File: src/hdl/srfg_pkg.sv
`default_nettype none
// ----------------------------------------------------------------------------
// srfg_pkg
// Shared types and constants for the speed ramp frame generator.
// ----------------------------------------------------------------------------
package srfg_pkg;

	localparam int SPEED_W = 13;
	localparam int STEP_W  = 10;
	localparam int BYTE_W  = 8;
	localparam int IDX_W   = 4;
	localparam int ADDR_W  = 1;
	localparam int DATA_W  = 13;

	// register indexes
	localparam logic [ADDR_W-1:0] REG_RAMP_STEP   = 1'd0;
	localparam logic [ADDR_W-1:0] REG_ENGAGE_JUMP = 1'd1;

	localparam logic [STEP_W-1:0]  RAMP_STEP_RST   = 10'd76;
	localparam logic [SPEED_W-1:0] ENGAGE_JUMP_RST = 13'd250;

	// frame byte values
	localparam logic [BYTE_W-1:0] B_SOF       = 8'h68;
	localparam logic [BYTE_W-1:0] B_CMD       = 8'h08;
	localparam logic [BYTE_W-1:0] B_ST_IDLE   = 8'h20;
	localparam logic [BYTE_W-1:0] B_ST_HOLD   = 8'h21;
	localparam logic [BYTE_W-1:0] B_FLAG_OFF  = 8'h00;
	localparam logic [BYTE_W-1:0] B_FLAG_ON   = 8'h50;
	localparam logic [BYTE_W-1:0] B_PAD       = 8'h00;
	localparam logic [BYTE_W-1:0] B_LEN       = 8'h14;
	localparam logic [BYTE_W-1:0] B_EOF       = 8'h43;
	localparam logic [BYTE_W-1:0] B_CHK_BASE  = B_CMD + B_PAD + B_LEN;

	// frame byte positions
	localparam logic [IDX_W-1:0] P_SOF   = 4'd0;
	localparam logic [IDX_W-1:0] P_CMD   = 4'd1;
	localparam logic [IDX_W-1:0] P_STATE = 4'd2;
	localparam logic [IDX_W-1:0] P_FLAG  = 4'd3;
	localparam logic [IDX_W-1:0] P_HI    = 4'd4;
	localparam logic [IDX_W-1:0] P_LO    = 4'd5;
	localparam logic [IDX_W-1:0] P_PAD   = 4'd6;
	localparam logic [IDX_W-1:0] P_LEN   = 4'd7;
	localparam logic [IDX_W-1:0] P_CHK   = 4'd8;
	localparam logic [IDX_W-1:0] P_EOF   = 4'd9;

	typedef struct packed {
		logic [SPEED_W-1:0] speed;
		logic [BYTE_W-1:0]  state_b;
		logic [BYTE_W-1:0]  flag_b;
		logic [BYTE_W-1:0]  chk;
	} frame_t;

endpackage
`default_nettype wire

File: src/hdl/srfg_ramp.sv
`default_nettype none
// ----------------------------------------------------------------------------
// srfg_ramp
// Config registers, speed state and one-item frame field register.
// ----------------------------------------------------------------------------
module srfg_ramp (
	input  wire logic                          clk,
	input  wire logic                          arst_n,
	input  wire logic                          cfg_we,
	input  wire logic [srfg_pkg::ADDR_W-1:0]   cfg_addr,
	input  wire logic [srfg_pkg::DATA_W-1:0]   cfg_data,
	input  wire logic                          in_valid,
	output logic                               in_ready,
	input  wire logic [srfg_pkg::SPEED_W-1:0]  target,
	output logic                               frm_valid,
	input  wire logic                          frm_take,
	output srfg_pkg::frame_t                   frm
);

	logic [srfg_pkg::STEP_W-1:0]  ramp_step_q;
	logic [srfg_pkg::SPEED_W-1:0] engage_jump_q;
	logic [srfg_pkg::SPEED_W-1:0] speed_q;
	logic                         valid_s1;
	srfg_pkg::frame_t             frame_s1;

	logic [srfg_pkg::SPEED_W:0]   up_sum;
	logic [srfg_pkg::SPEED_W-1:0] up_next;
	logic [srfg_pkg::SPEED_W-1:0] step_ext;
	logic [srfg_pkg::SPEED_W-1:0] nxt;
	logic                         accept;
	srfg_pkg::frame_t             frame_d;

	assign step_ext = {{(srfg_pkg::SPEED_W-srfg_pkg::STEP_W){1'b0}}, ramp_step_q};
	assign up_sum   = (speed_q == '0) ? {1'b0, engage_jump_q}
	                                  : {1'b0, speed_q} + {1'b0, step_ext};
	assign up_next  = (up_sum > {1'b0, target}) ? target
	                                            : up_sum[srfg_pkg::SPEED_W-1:0];

	always_comb begin
		if (speed_q < target) begin
			nxt = up_next;
		end else if (speed_q > target) begin
			nxt = (speed_q > step_ext) ? speed_q - step_ext : '0;
		end else begin
			nxt = speed_q;
		end
		frame_d.speed   = nxt;
		frame_d.state_b = (nxt != '0 && nxt == target) ? srfg_pkg::B_ST_HOLD
		                                               : srfg_pkg::B_ST_IDLE;
		frame_d.flag_b  = (nxt != '0 || target != '0) ? srfg_pkg::B_FLAG_ON
		                                              : srfg_pkg::B_FLAG_OFF;
		frame_d.chk     = srfg_pkg::B_CHK_BASE + frame_d.state_b + frame_d.flag_b
		                + {3'b000, nxt[srfg_pkg::SPEED_W-1:8]} + nxt[7:0];
	end

	assign in_ready  = !valid_s1 || frm_take;
	assign accept    = in_valid && in_ready;
	assign frm_valid = valid_s1;
	assign frm       = frame_s1;

	always_ff @(posedge clk or negedge arst_n) begin
		if (!arst_n) begin
			ramp_step_q   <= srfg_pkg::RAMP_STEP_RST;
			engage_jump_q <= srfg_pkg::ENGAGE_JUMP_RST;
			speed_q       <= '0;
			valid_s1      <= 1'b0;
		end else begin
			if (cfg_we) begin
				unique case (cfg_addr)
					srfg_pkg::REG_RAMP_STEP:   ramp_step_q   <= cfg_data[srfg_pkg::STEP_W-1:0];
					srfg_pkg::REG_ENGAGE_JUMP: engage_jump_q <= cfg_data;
					default: ;
				endcase
			end
			if (accept) begin
				speed_q  <= nxt;
				valid_s1 <= 1'b1;
			end else if (frm_take) begin
				valid_s1 <= 1'b0;
			end
		end
	end

	always_ff @(posedge clk) begin
		if (accept) begin
			frame_s1 <= frame_d;
		end
	end

endmodule
`default_nettype wire

File: src/hdl/srfg_serializer.sv
`default_nettype none
// ----------------------------------------------------------------------------
// srfg_serializer
// Sends one held frame as ten output items, one per accepted cycle.
// ----------------------------------------------------------------------------
module srfg_serializer (
	input  wire logic                          clk,
	input  wire logic                          arst_n,
	input  wire logic                          frm_valid,
	output logic                               frm_take,
	input  wire srfg_pkg::frame_t              frm,
	output logic                               out_valid,
	input  wire logic                          out_ready,
	output logic [srfg_pkg::BYTE_W-1:0]        out_byte,
	output logic                               out_last,
	output logic [srfg_pkg::SPEED_W-1:0]       out_speed
);

	logic                         busy_q;
	logic [srfg_pkg::IDX_W-1:0]   idx_q;
	srfg_pkg::frame_t             cur_q;
	logic                         done;

	assign out_valid = busy_q;
	assign out_last  = (idx_q == srfg_pkg::P_EOF);
	assign out_speed = cur_q.speed;
	assign done      = busy_q && out_ready && out_last;
	assign frm_take  = frm_valid && (!busy_q || done);

	always_comb begin
		unique case (idx_q)
			srfg_pkg::P_SOF:   out_byte = srfg_pkg::B_SOF;
			srfg_pkg::P_CMD:   out_byte = srfg_pkg::B_CMD;
			srfg_pkg::P_STATE: out_byte = cur_q.state_b;
			srfg_pkg::P_FLAG:  out_byte = cur_q.flag_b;
			srfg_pkg::P_HI:    out_byte = {3'b000, cur_q.speed[srfg_pkg::SPEED_W-1:8]};
			srfg_pkg::P_LO:    out_byte = cur_q.speed[7:0];
			srfg_pkg::P_PAD:   out_byte = srfg_pkg::B_PAD;
			srfg_pkg::P_LEN:   out_byte = srfg_pkg::B_LEN;
			srfg_pkg::P_CHK:   out_byte = cur_q.chk;
			srfg_pkg::P_EOF:   out_byte = srfg_pkg::B_EOF;
			default:           out_byte = srfg_pkg::B_PAD;
		endcase
	end

	always_ff @(posedge clk or negedge arst_n) begin
		if (!arst_n) begin
			busy_q <= 1'b0;
			idx_q  <= srfg_pkg::P_SOF;
		end else begin
			if (frm_take) begin
				busy_q <= 1'b1;
				idx_q  <= srfg_pkg::P_SOF;
			end else if (done) begin
				busy_q <= 1'b0;
				idx_q  <= srfg_pkg::P_SOF;
			end else if (busy_q && out_ready) begin
				idx_q <= idx_q + 4'd1;
			end
		end
	end

	always_ff @(posedge clk) begin
		if (frm_take) begin
			cur_q <= frm;
		end
	end

endmodule
`default_nettype wire

File: src/hdl/speed_ramp_frame_generator.sv
`default_nettype none
// ----------------------------------------------------------------------------
// speed_ramp_frame_generator
// Slew-rate limited speed, one ten-byte command frame per input tick.
//
// channel  dir  fields (lsb first)
// s_axis   in   tdata: target_speed[12:0]
// m_axis   out  tdata: frame_byte[7:0], current_speed_out[20:8]; tlast: last_byte
// cfg      in   0: ramp_step[9:0], 1: engage_jump[12:0]
//
// Each tick yields ten output items from the byte serializer, one per
// cycle when tready is high. One tick is buffered in the ramp register
// while the previous frame drains. Reset stops the speed and loads
// ramp_step 76, engage_jump 250. Output stalls hold the item in place.
// ----------------------------------------------------------------------------
module speed_ramp_frame_generator (
	input  wire logic         clk,
	input  wire logic         arst_n,
	input  wire logic         cfg_we,
	input  wire logic [0:0]   cfg_addr,
	input  wire logic [12:0]  cfg_data,
	input  wire logic         s_axis_tvalid,
	output logic              s_axis_tready,
	input  wire logic [15:0]  s_axis_tdata,   // target_speed[12:0]
	output logic              m_axis_tvalid,
	input  wire logic         m_axis_tready,
	output logic [23:0]       m_axis_tdata,   // frame_byte[7:0], current_speed_out[20:8]
	output logic              m_axis_tlast
);

	logic                                frm_valid;
	logic                                frm_take;
	srfg_pkg::frame_t                    frm;
	logic [srfg_pkg::BYTE_W-1:0]         out_byte;
	logic [srfg_pkg::SPEED_W-1:0]        out_speed;

	srfg_ramp u_ramp (
		.clk       (clk),
		.arst_n    (arst_n),
		.cfg_we    (cfg_we),
		.cfg_addr  (cfg_addr),
		.cfg_data  (cfg_data),
		.in_valid  (s_axis_tvalid),
		.in_ready  (s_axis_tready),
		.target    (s_axis_tdata[12:0]),
		.frm_valid (frm_valid),
		.frm_take  (frm_take),
		.frm       (frm)
	);

	srfg_serializer u_ser (
		.clk       (clk),
		.arst_n    (arst_n),
		.frm_valid (frm_valid),
		.frm_take  (frm_take),
		.frm       (frm),
		.out_valid (m_axis_tvalid),
		.out_ready (m_axis_tready),
		.out_byte  (out_byte),
		.out_last  (m_axis_tlast),
		.out_speed (out_speed)
	);

	assign m_axis_tdata = {3'b000, out_speed, out_byte};

endmodule
`default_nettype wire
File: config.mk
export PLATFORM = sky130hd
export DESIGN_NAME = speed_ramp_frame_generator
export DESIGN_NICKNAME = d
export VERILOG_FILES = /design/src/hdl/srfg_pkg.sv /design/src/hdl/srfg_ramp.sv /design/src/hdl/srfg_serializer.sv /design/src/hdl/speed_ramp_frame_generator.sv
export SDC_FILE = /design/constraint.sdc
export NUM_CORES = 1
export LEC_CHECK = 0
export BUFFER_PORTS_ARGS = -buffer_cell sky130_fd_sc_hd__buf_2
export CAP_MARGIN = 10
export CORE_MARGIN = 5
export CORE_UTILIZATION = 29
export DETAILED_ROUTE_END_ITERATION = 12
export PLACE_DENSITY = 0.41
export RECOVER_POWER = 25
export SYNTH_ARGS = -nofsm -noshare
export SYNTH_HDL_FRONTEND = slang
export SYNTH_HIERARCHICAL = 1
export SYNTH_SLANG_ARGS = --single-unit
export TNS_END_PERCENT = 30
File: constraint.sdc
create_clock -name clk -period 8 [get_ports clk]
set_clock_uncertainty 0.15 [all_clocks]
set_input_delay 1.6 -clock clk [delete_from_list [all_inputs] [get_ports clk]]
set_output_delay 1.6 -clock clk [all_outputs]
set_load 0.02 [all_outputs]
==> summary.txt, run 1 <==
Synthesis
  – Distinct cell type count of the synthesized netlist: 92
  – Top cells by area in the synthesized netlist: edfxtp_1, dfrtp_1, ha_1, xnor2_1, mux2_2
  – Post-synth EDFFs: 60
  – Register area share after synthesis: 38.5%
  – Ys flop type: edfxtp_1
  – Synthesized instance count: 725
  – Post-synth top area cell: edfxtp_1
  – Number of warnings printed during yosys synthesis: 6
  – Number of synthesized register bits: 102
  – Share of the synthesized area in the top cell type: 24.2%
  – Synthesized area: 7450 um2
  – Async set or reset register ratio after synthesis: 41.2%
  – Average instance area after synthesis: 10.3 um2

Global routing
  – Leftover overflow at the end of global routing: 0
  – All-layer global routing usage: 14.2%
  – Maximum number of pins on one net before global-route repair: 43
  – First-pass GRT wire length: 32,000 um
  – Antenna violations before repair: 0
  – Vias in the first global route: 5,534

Setup path
  – Slowest-stage cell, CP: a211oi_2
  – Crit start category: register
  – Element type at the critical path end: register
  – Critical path's most frequent cell: ha_1
  – Worst endpoint data arrival time: 7500 ps
  – CP max FO: 12
  – Highest cell delay on the worst timing path: 530 ps
  – Category of the critical setup timing path: register to register
  – Critical Path RT: 7970 ps

Layout
  – Layout Area Growth over Synthesis: 10.4%
  – Proportion of layout cells with a drive suffix above 1: 20.7%
  – # diodes: 0
  – Number of nets in the layout: 870
  – Commonest non-fill, non-tap cell in the layout: ha_1
  – Most frequent cells in the layout: ha_1, edfxtp_1, nand2_1

Clocking
  – Num Clock Sinks: 102
  – Number of buffers added by the clock tree synthesis step: 9
  – Clock tree root buffer cell: clkbuf_16
  – Clock-pin transition on the worst setup and hold timing paths: 90 ps
  – Clk Latency, worst-skew pair: 360 ps
  – Number of H-tree levels: 3
  – TritonCTS clock tree: yes
  – Post-CTS setup-driven buffer insertion count: 0
  – Clk buf depth: 2

Die
  – Cell row count: 58
  – Chip Width: 170 um
  – Effective utilization at floorplan: 29.5%
  – Floorplan Core Area: 25,300 um2
  – Count of pins on the block boundary: 62
  – Full die area: 29,000 um2
  – Die height: 170 um

Placed design
  – Routability congestion estimate from global placement: 0.849
  – Final HPWL DP: 16,500 um
  – Number of buffers inserted by port buffering: 55

Timing
  – Post-route fraction of the period consumed by the critical path: 94.1%
  – Maximum clock frequency: 133 MHz
  – Final critical-path required period: 7530 ps
  – Number of failing setup endpoints in the final timing report: 0
  – RSZ-0062 raised after global routing: no
  – Number of hold violations in the final report: 0
  – Worst-Margin Slew: 2410 ps
  – Sum of negative setup slack: 0 ps
  – Number of max-slew violations in the final report: 43
  – Max_slew headroom: -60.4%

Min path
  – Type of the most critical hold path: register to register

Routing
  – Initial drt markers: 319
  – Number of vias per cell after detailed routing: 5.07
  – Pre-Repair DR Iteration Count: 5
  – Detailed-route DRC error count: 0
  – Count of nets left with antenna violations after detail routing: 0
  – Routed WL: 20,800 um
  – Vias after detailed routing: 5,592
  – Average wire length per cell after detail routing: 18.9 um

Status
  – Result of the run: complete, but fails checks
  – Violated checks: capacitance limit, slew limit

Flow run
  – Max-cap check violation count: 1
what timing repair did:
| action | 4_1_cts | 5_1_grt |
|---|---|---|
| hold buffers | 0 | 0 |
| resized for setup | 0 | 3 |
| setup endpoints to repair | 0 | 1 |
| endpoints found under the hold margin | 0 | 0 |
critical path, delay by kind of cell, from the launching register on:
kind | cells | cell delay [ps]
xor gates and xnor gates | 2 | 230
DFF | 1 | 440
AOI/OAI and AO/OA | 8 | 2400
buffers and inverters | 1 | 150
and+or+nand+nor | 7 | 1510
muxes | 2 | 550
adders and majority gates | 5 | 1860
final timing paths:
kind	from	endpoint	slack (ps)	cells past startpoint
worst max-delay path	u_ramp/speed_q[0]	u_ramp/frm[7]	470	25
worst min-delay path	u_ramp/frm[26]	u_ser/out_speed[2]	270	0
worst max register to register	u_ramp/speed_q[0]	u_ramp/frm[7]	470	25
worst min register to register	u_ramp/frm[26]	u_ser/out_speed[2]	270	0
max in group asynchronous	arst_n	u_ramp/speed_q[7]	4500	1
min in group asynchronous	arst_n	u_ramp/engage_jump_q[2]	1820	1
synthesized netlist by cell type (9+ instances only):
cell type / n
o21ai_0: 36
ha_1: 63
edfxtp_1: 60
buf_4: 33
nor2b_1: 12
a21oi_1: 35
nor3_1: 9
inv_1: 47
mux2_2: 24
nor2_1: 40
nor4_1: 10
nand4_1: 10
xnor2_1: 38
nand3_1: 11
dfrtp_1: 33
nand2_1: 56
o31ai_1: 9
dfstp_2: 9
per-layer routing:
layer	routed length [um]	part of all wire (%)	GRT usage, %	up-vias
met1	9190	44	18.4	2718
li1	-	-	-	2709
met3	946	4.5	2.16	23
met5	0	0	0	-
met4	560	2.7	4.79	0
met2	10100	49	24.2	142
state kept, by name, indices dropped and copies added, names as in the netlist:
| name | flops |
|---|---|
| u_ramp/frm_valid | 1 |
| u_ramp/speed_q | 13 |
| u_ser/out_speed | 13 |
| u_ser/cur_q | 24 |
| u_ramp/engage_jump_q | 13 |
| u_ramp/ramp_step_q | 10 |
| u_ser/out_valid | 1 |
| u_ser/idx_q | 4 |
| u_ramp/frm | 23 |
stage by stage:
step	hold slack, ps	utilization, %	setup WS, ps	area, um2	cells
finish	273	32.5	468	8220	1103
global route	280	32.5	0.965	8220	1103
CTS	275	32.5	379	8220	1103
detailed placement	255	31.3	408	7900	1087
global placement	260	31.3	435	7900	1087
floorplan	250	-	1580	7500	738
final cells by class:
cell class	instances	area (um2)
inverter	48	180
timing repair buffer	75	418
fill	2638	17000
clock inverter	7	93.8
multi-input combinational	532	4030
tap	330	413
clock buffer	9	225
sequential	102	2860
logic make-up (layout without fill, tap and decap cells):
family	after synthesis	after routing	share of synthesized area (%)
buffers and inverters	104	139	8.40
other	3	16	0.151
and+or+nand+nor	188	188	13.0
adders and majority gates	67	67	11.7
DFF	102	102	38.5
AOI/OAI and AO/OA	190	190	19.0
muxes	30	30	4.50
xor gates and xnor gates	41	41	4.82
Power of run 1 is not shown: default switching activity piles up to over one toggle a cycle in this logic, so the estimate is an artifact.
==> run 2, diff against run 1 <==
--- a/config.mk
+++ b/config.mk
@@ -5,13 +5,14 @@
 export SDC_FILE = /design/constraint.sdc
 export NUM_CORES = 1
 export LEC_CHECK = 0
-export BUFFER_PORTS_ARGS = -buffer_cell sky130_fd_sc_hd__buf_2
+export BUFFER_PORTS_ARGS = -buffer_cell sky130_fd_sc_hd__buf_4
 export CAP_MARGIN = 10
 export CORE_MARGIN = 5
 export CORE_UTILIZATION = 29
 export DETAILED_ROUTE_END_ITERATION = 12
 export PLACE_DENSITY = 0.41
 export RECOVER_POWER = 25
+export SKIP_LAST_GASP = 1
 export SYNTH_ARGS = -nofsm -noshare
 export SYNTH_HDL_FRONTEND = slang
 export SYNTH_HIERARCHICAL = 1
==> summary.txt, run 2 (synthesis results as in run 1) <==
Setup path
  – Highest cell delay on the worst timing path: 530 ps (about the same)
  – Worst Reg-to-Reg Cells: 25 (unchanged)
  – Endpoint of the most critical register-to-register path: u_ramp/frm[7] (unchanged)
  – Critical Path RT: 7960 ps (was 7970 ps)
  – Startpoint of the worst-slack reg-to-reg timing path: u_ramp/speed_q[0] (unchanged)
  – Category of the critical setup timing path: register to register (unchanged)
  – Crit start category: register (unchanged)
  – Slowest-stage cell, CP: fa_1 (was a211oi_2)
  – Worst endpoint data arrival time: 7380 ps (was 7500 ps)
  – CP max FO: 12 (unchanged)
  – Buffers & Inverters on Critical Path: 1 (unchanged)
  – Element type at the critical path end: register (unchanged)
  – Reg-to-reg setup timing slack: 570 ps (was 470 ps)
  – Cell class contributing the biggest share of worst-path delay: compound AO/OA/AOI/OAI gates (unchanged)

Clocking
  – Clock-pin transition on the worst setup and hold timing paths: 80 ps (was 90 ps)
  – Num Clock Sinks: 102 (unchanged)
  – Post-CTS setup-driven buffer insertion count: 0 (unchanged)
  – TritonCTS clock tree: yes (unchanged)
  – Count of hold-fix buffers inserted at cts: 0 (unchanged)
  – Clock tree root buffer cell: clkbuf_16 (unchanged)
  – Clk buf depth: 2 (unchanged)
  – Resize count post-CTS: 0 (unchanged)
  – Number of H-tree levels: 3 (unchanged)
  – Clk Latency, worst-skew pair: 360 ps (about the same)
  – Number of buffers added by the clock tree synthesis step: 9 (unchanged)

Routing
  – Pre-Repair DR Iteration Count: 4 (was 5)
  – Count of nets left with antenna violations after detail routing: 0 (unchanged)
  – Average wire length per cell after detail routing: 18.9 um (about the same)
  – Detailed-route DRC error count: 0 (unchanged)
  – Initial drt markers: 326 (was 319)
  – Routed WL: 21,000 um (was 20,800 um)
  – Vias after detailed routing: 5,569 (was 5,592)
  – Number of vias per cell after detailed routing: 5.02 (was 5.07)

Layout
  – Proportion of layout cells with a drive suffix above 1: 21.7% (was 20.7%)
  – Commonest non-fill, non-tap cell in the layout: buf_4 (was ha_1)
  – Top reg by flops: u_ser/cur_q (unchanged)
  – # diodes: 0 (unchanged)
  – Most frequent cells in the layout: buf_4, ha_1, edfxtp_1 (was ha_1, edfxtp_1, nand2_1)
  – Layout Area Growth over Synthesis: 13.0% (was 10.4%)
  – Number of nets in the layout: 876 (was 870)
  – Max reg flops: 24 (unchanged)

Timing
  – Max_slew headroom: -61.5% (was -60.4%)
  – Post-route fraction of the period consumed by the critical path: 92.8% (was 94.1%)
  – Number of failing setup endpoints in the final timing report: 0 (unchanged)
  – RSZ-0062 raised after global routing: no (unchanged)
  – Sum of negative setup slack: 0 ps (unchanged)
  – Worst-Margin Slew: 2420 ps (was 2410 ps)
  – Fin Hold WS: 273 ps (about the same)
  – Number of hold violations in the final report: 0 (unchanged)
  – Number of max-slew violations in the final report: 43 (unchanged)
  – Final critical-path required period: 7430 ps (was 7530 ps)
  – Maximum clock frequency: 135 MHz (was 133 MHz)

Die
  – Count of pins on the block boundary: 62 (unchanged)
  – Effective utilization at floorplan: 29.5% (unchanged)
  – Die height: 170 um (unchanged)
  – Full die area: 29,000 um2 (unchanged)
  – Floorplan Core Area: 25,300 um2 (unchanged)
  – Chip Width: 170 um (unchanged)
  – Cell row count: 58 (unchanged)

Global routing
  – Leftover overflow at the end of global routing: 0 (unchanged)
  – First-pass GRT wire length: 31,900 um (was 32,000 um)
  – Antenna violations before repair: 0 (unchanged)
  – Maximum number of pins on one net before global-route repair: 43 (unchanged)
  – Vias in the first global route: 5,646 (was 5,534)
  – All-layer global routing usage: 14.3% (was 14.2%)

Flow run
  – Max-cap check violation count: 1 (unchanged)

Min path
  – Hold Path Cell Cnt: 0 (unchanged)
  – Type of the most critical hold path: register to register (unchanged)
  – Min-Delay Startpoint: u_ramp/frm[36] (was u_ramp/frm[26])
  – Worst hold path endpoint: u_ser/out_speed[12] (was u_ser/out_speed[2])

Placed design
  – Final HPWL DP: 17,000 um (was 16,500 um)
  – Number of buffers inserted by port buffering: 55 (unchanged)
  – Routability congestion estimate from global placement: 0.889 (was 0.849)

Status
  – Result of the run: complete, but fails checks (unchanged)
  – Violated checks: capacitance limit, slew limit (unchanged)
==> run 2: cell count changes in the layout (fill, tap and decap cells not counted), moves of 2 or more <==
cell	before	now
clkinv_8	4	2
buf_4	19	80
clkbuf_1	4	1
buf_2	52	0
==> run 2: through the flow <==
step | util, % | setup slack, ps | cell area (um2) | std cells
2_1_floorplan | - | 1580 | 7500 | 738
3_3_place_gp | 32.0 | 372 | 8080 | 1093
3_5_place_dp | 32.0 | 318 | 8080 | 1093
4_1_cts | 33.2 | 268 | 8390 | 1109
5_1_grt | 33.3 | 55.0 | 8410 | 1109
6_report | 33.3 | 573 | 8410 | 1109
==> run 2: layer usage <==
metal  wire (um)  GRT usage (%)
met1        9290           17.6
met5           0              0
met2        9990           24.4
met3         858           2.58
met4         873           6.49
==> run 2: worst max path at each step <==
stage | to | cells past startpoint | startpoint | slack, ps
2_1_floorplan | u_ramp/frm[7] | 26 | u_ramp/ramp_step_q[0] | 1580
3_3_place_gp | u_ramp/frm[7] | 25 | u_ramp/speed_q[0] | 370
3_5_place_dp | u_ramp/frm[7] | 25 | u_ramp/speed_q[0] | 320
4_1_cts | u_ramp/frm[7] | 25 | u_ramp/speed_q[0] | 270
5_1_grt | u_ramp/frm[7] | 26 | u_ramp/speed_q[0] | 50
6_report | u_ramp/frm[7] | 25 | u_ramp/speed_q[0] | 570
==> run 2: area by class of cell <==
class                      instances  area [um2]
timing repair buffer              81         604
fill                            2602       16800
clock inverter                     7        88.8
tap                              330         413
sequential                       102        2860
clock buffer                       9         225
inverter                          48         180
multi-input combinational        532        4040
Power of run 2 is left out for the same reason.
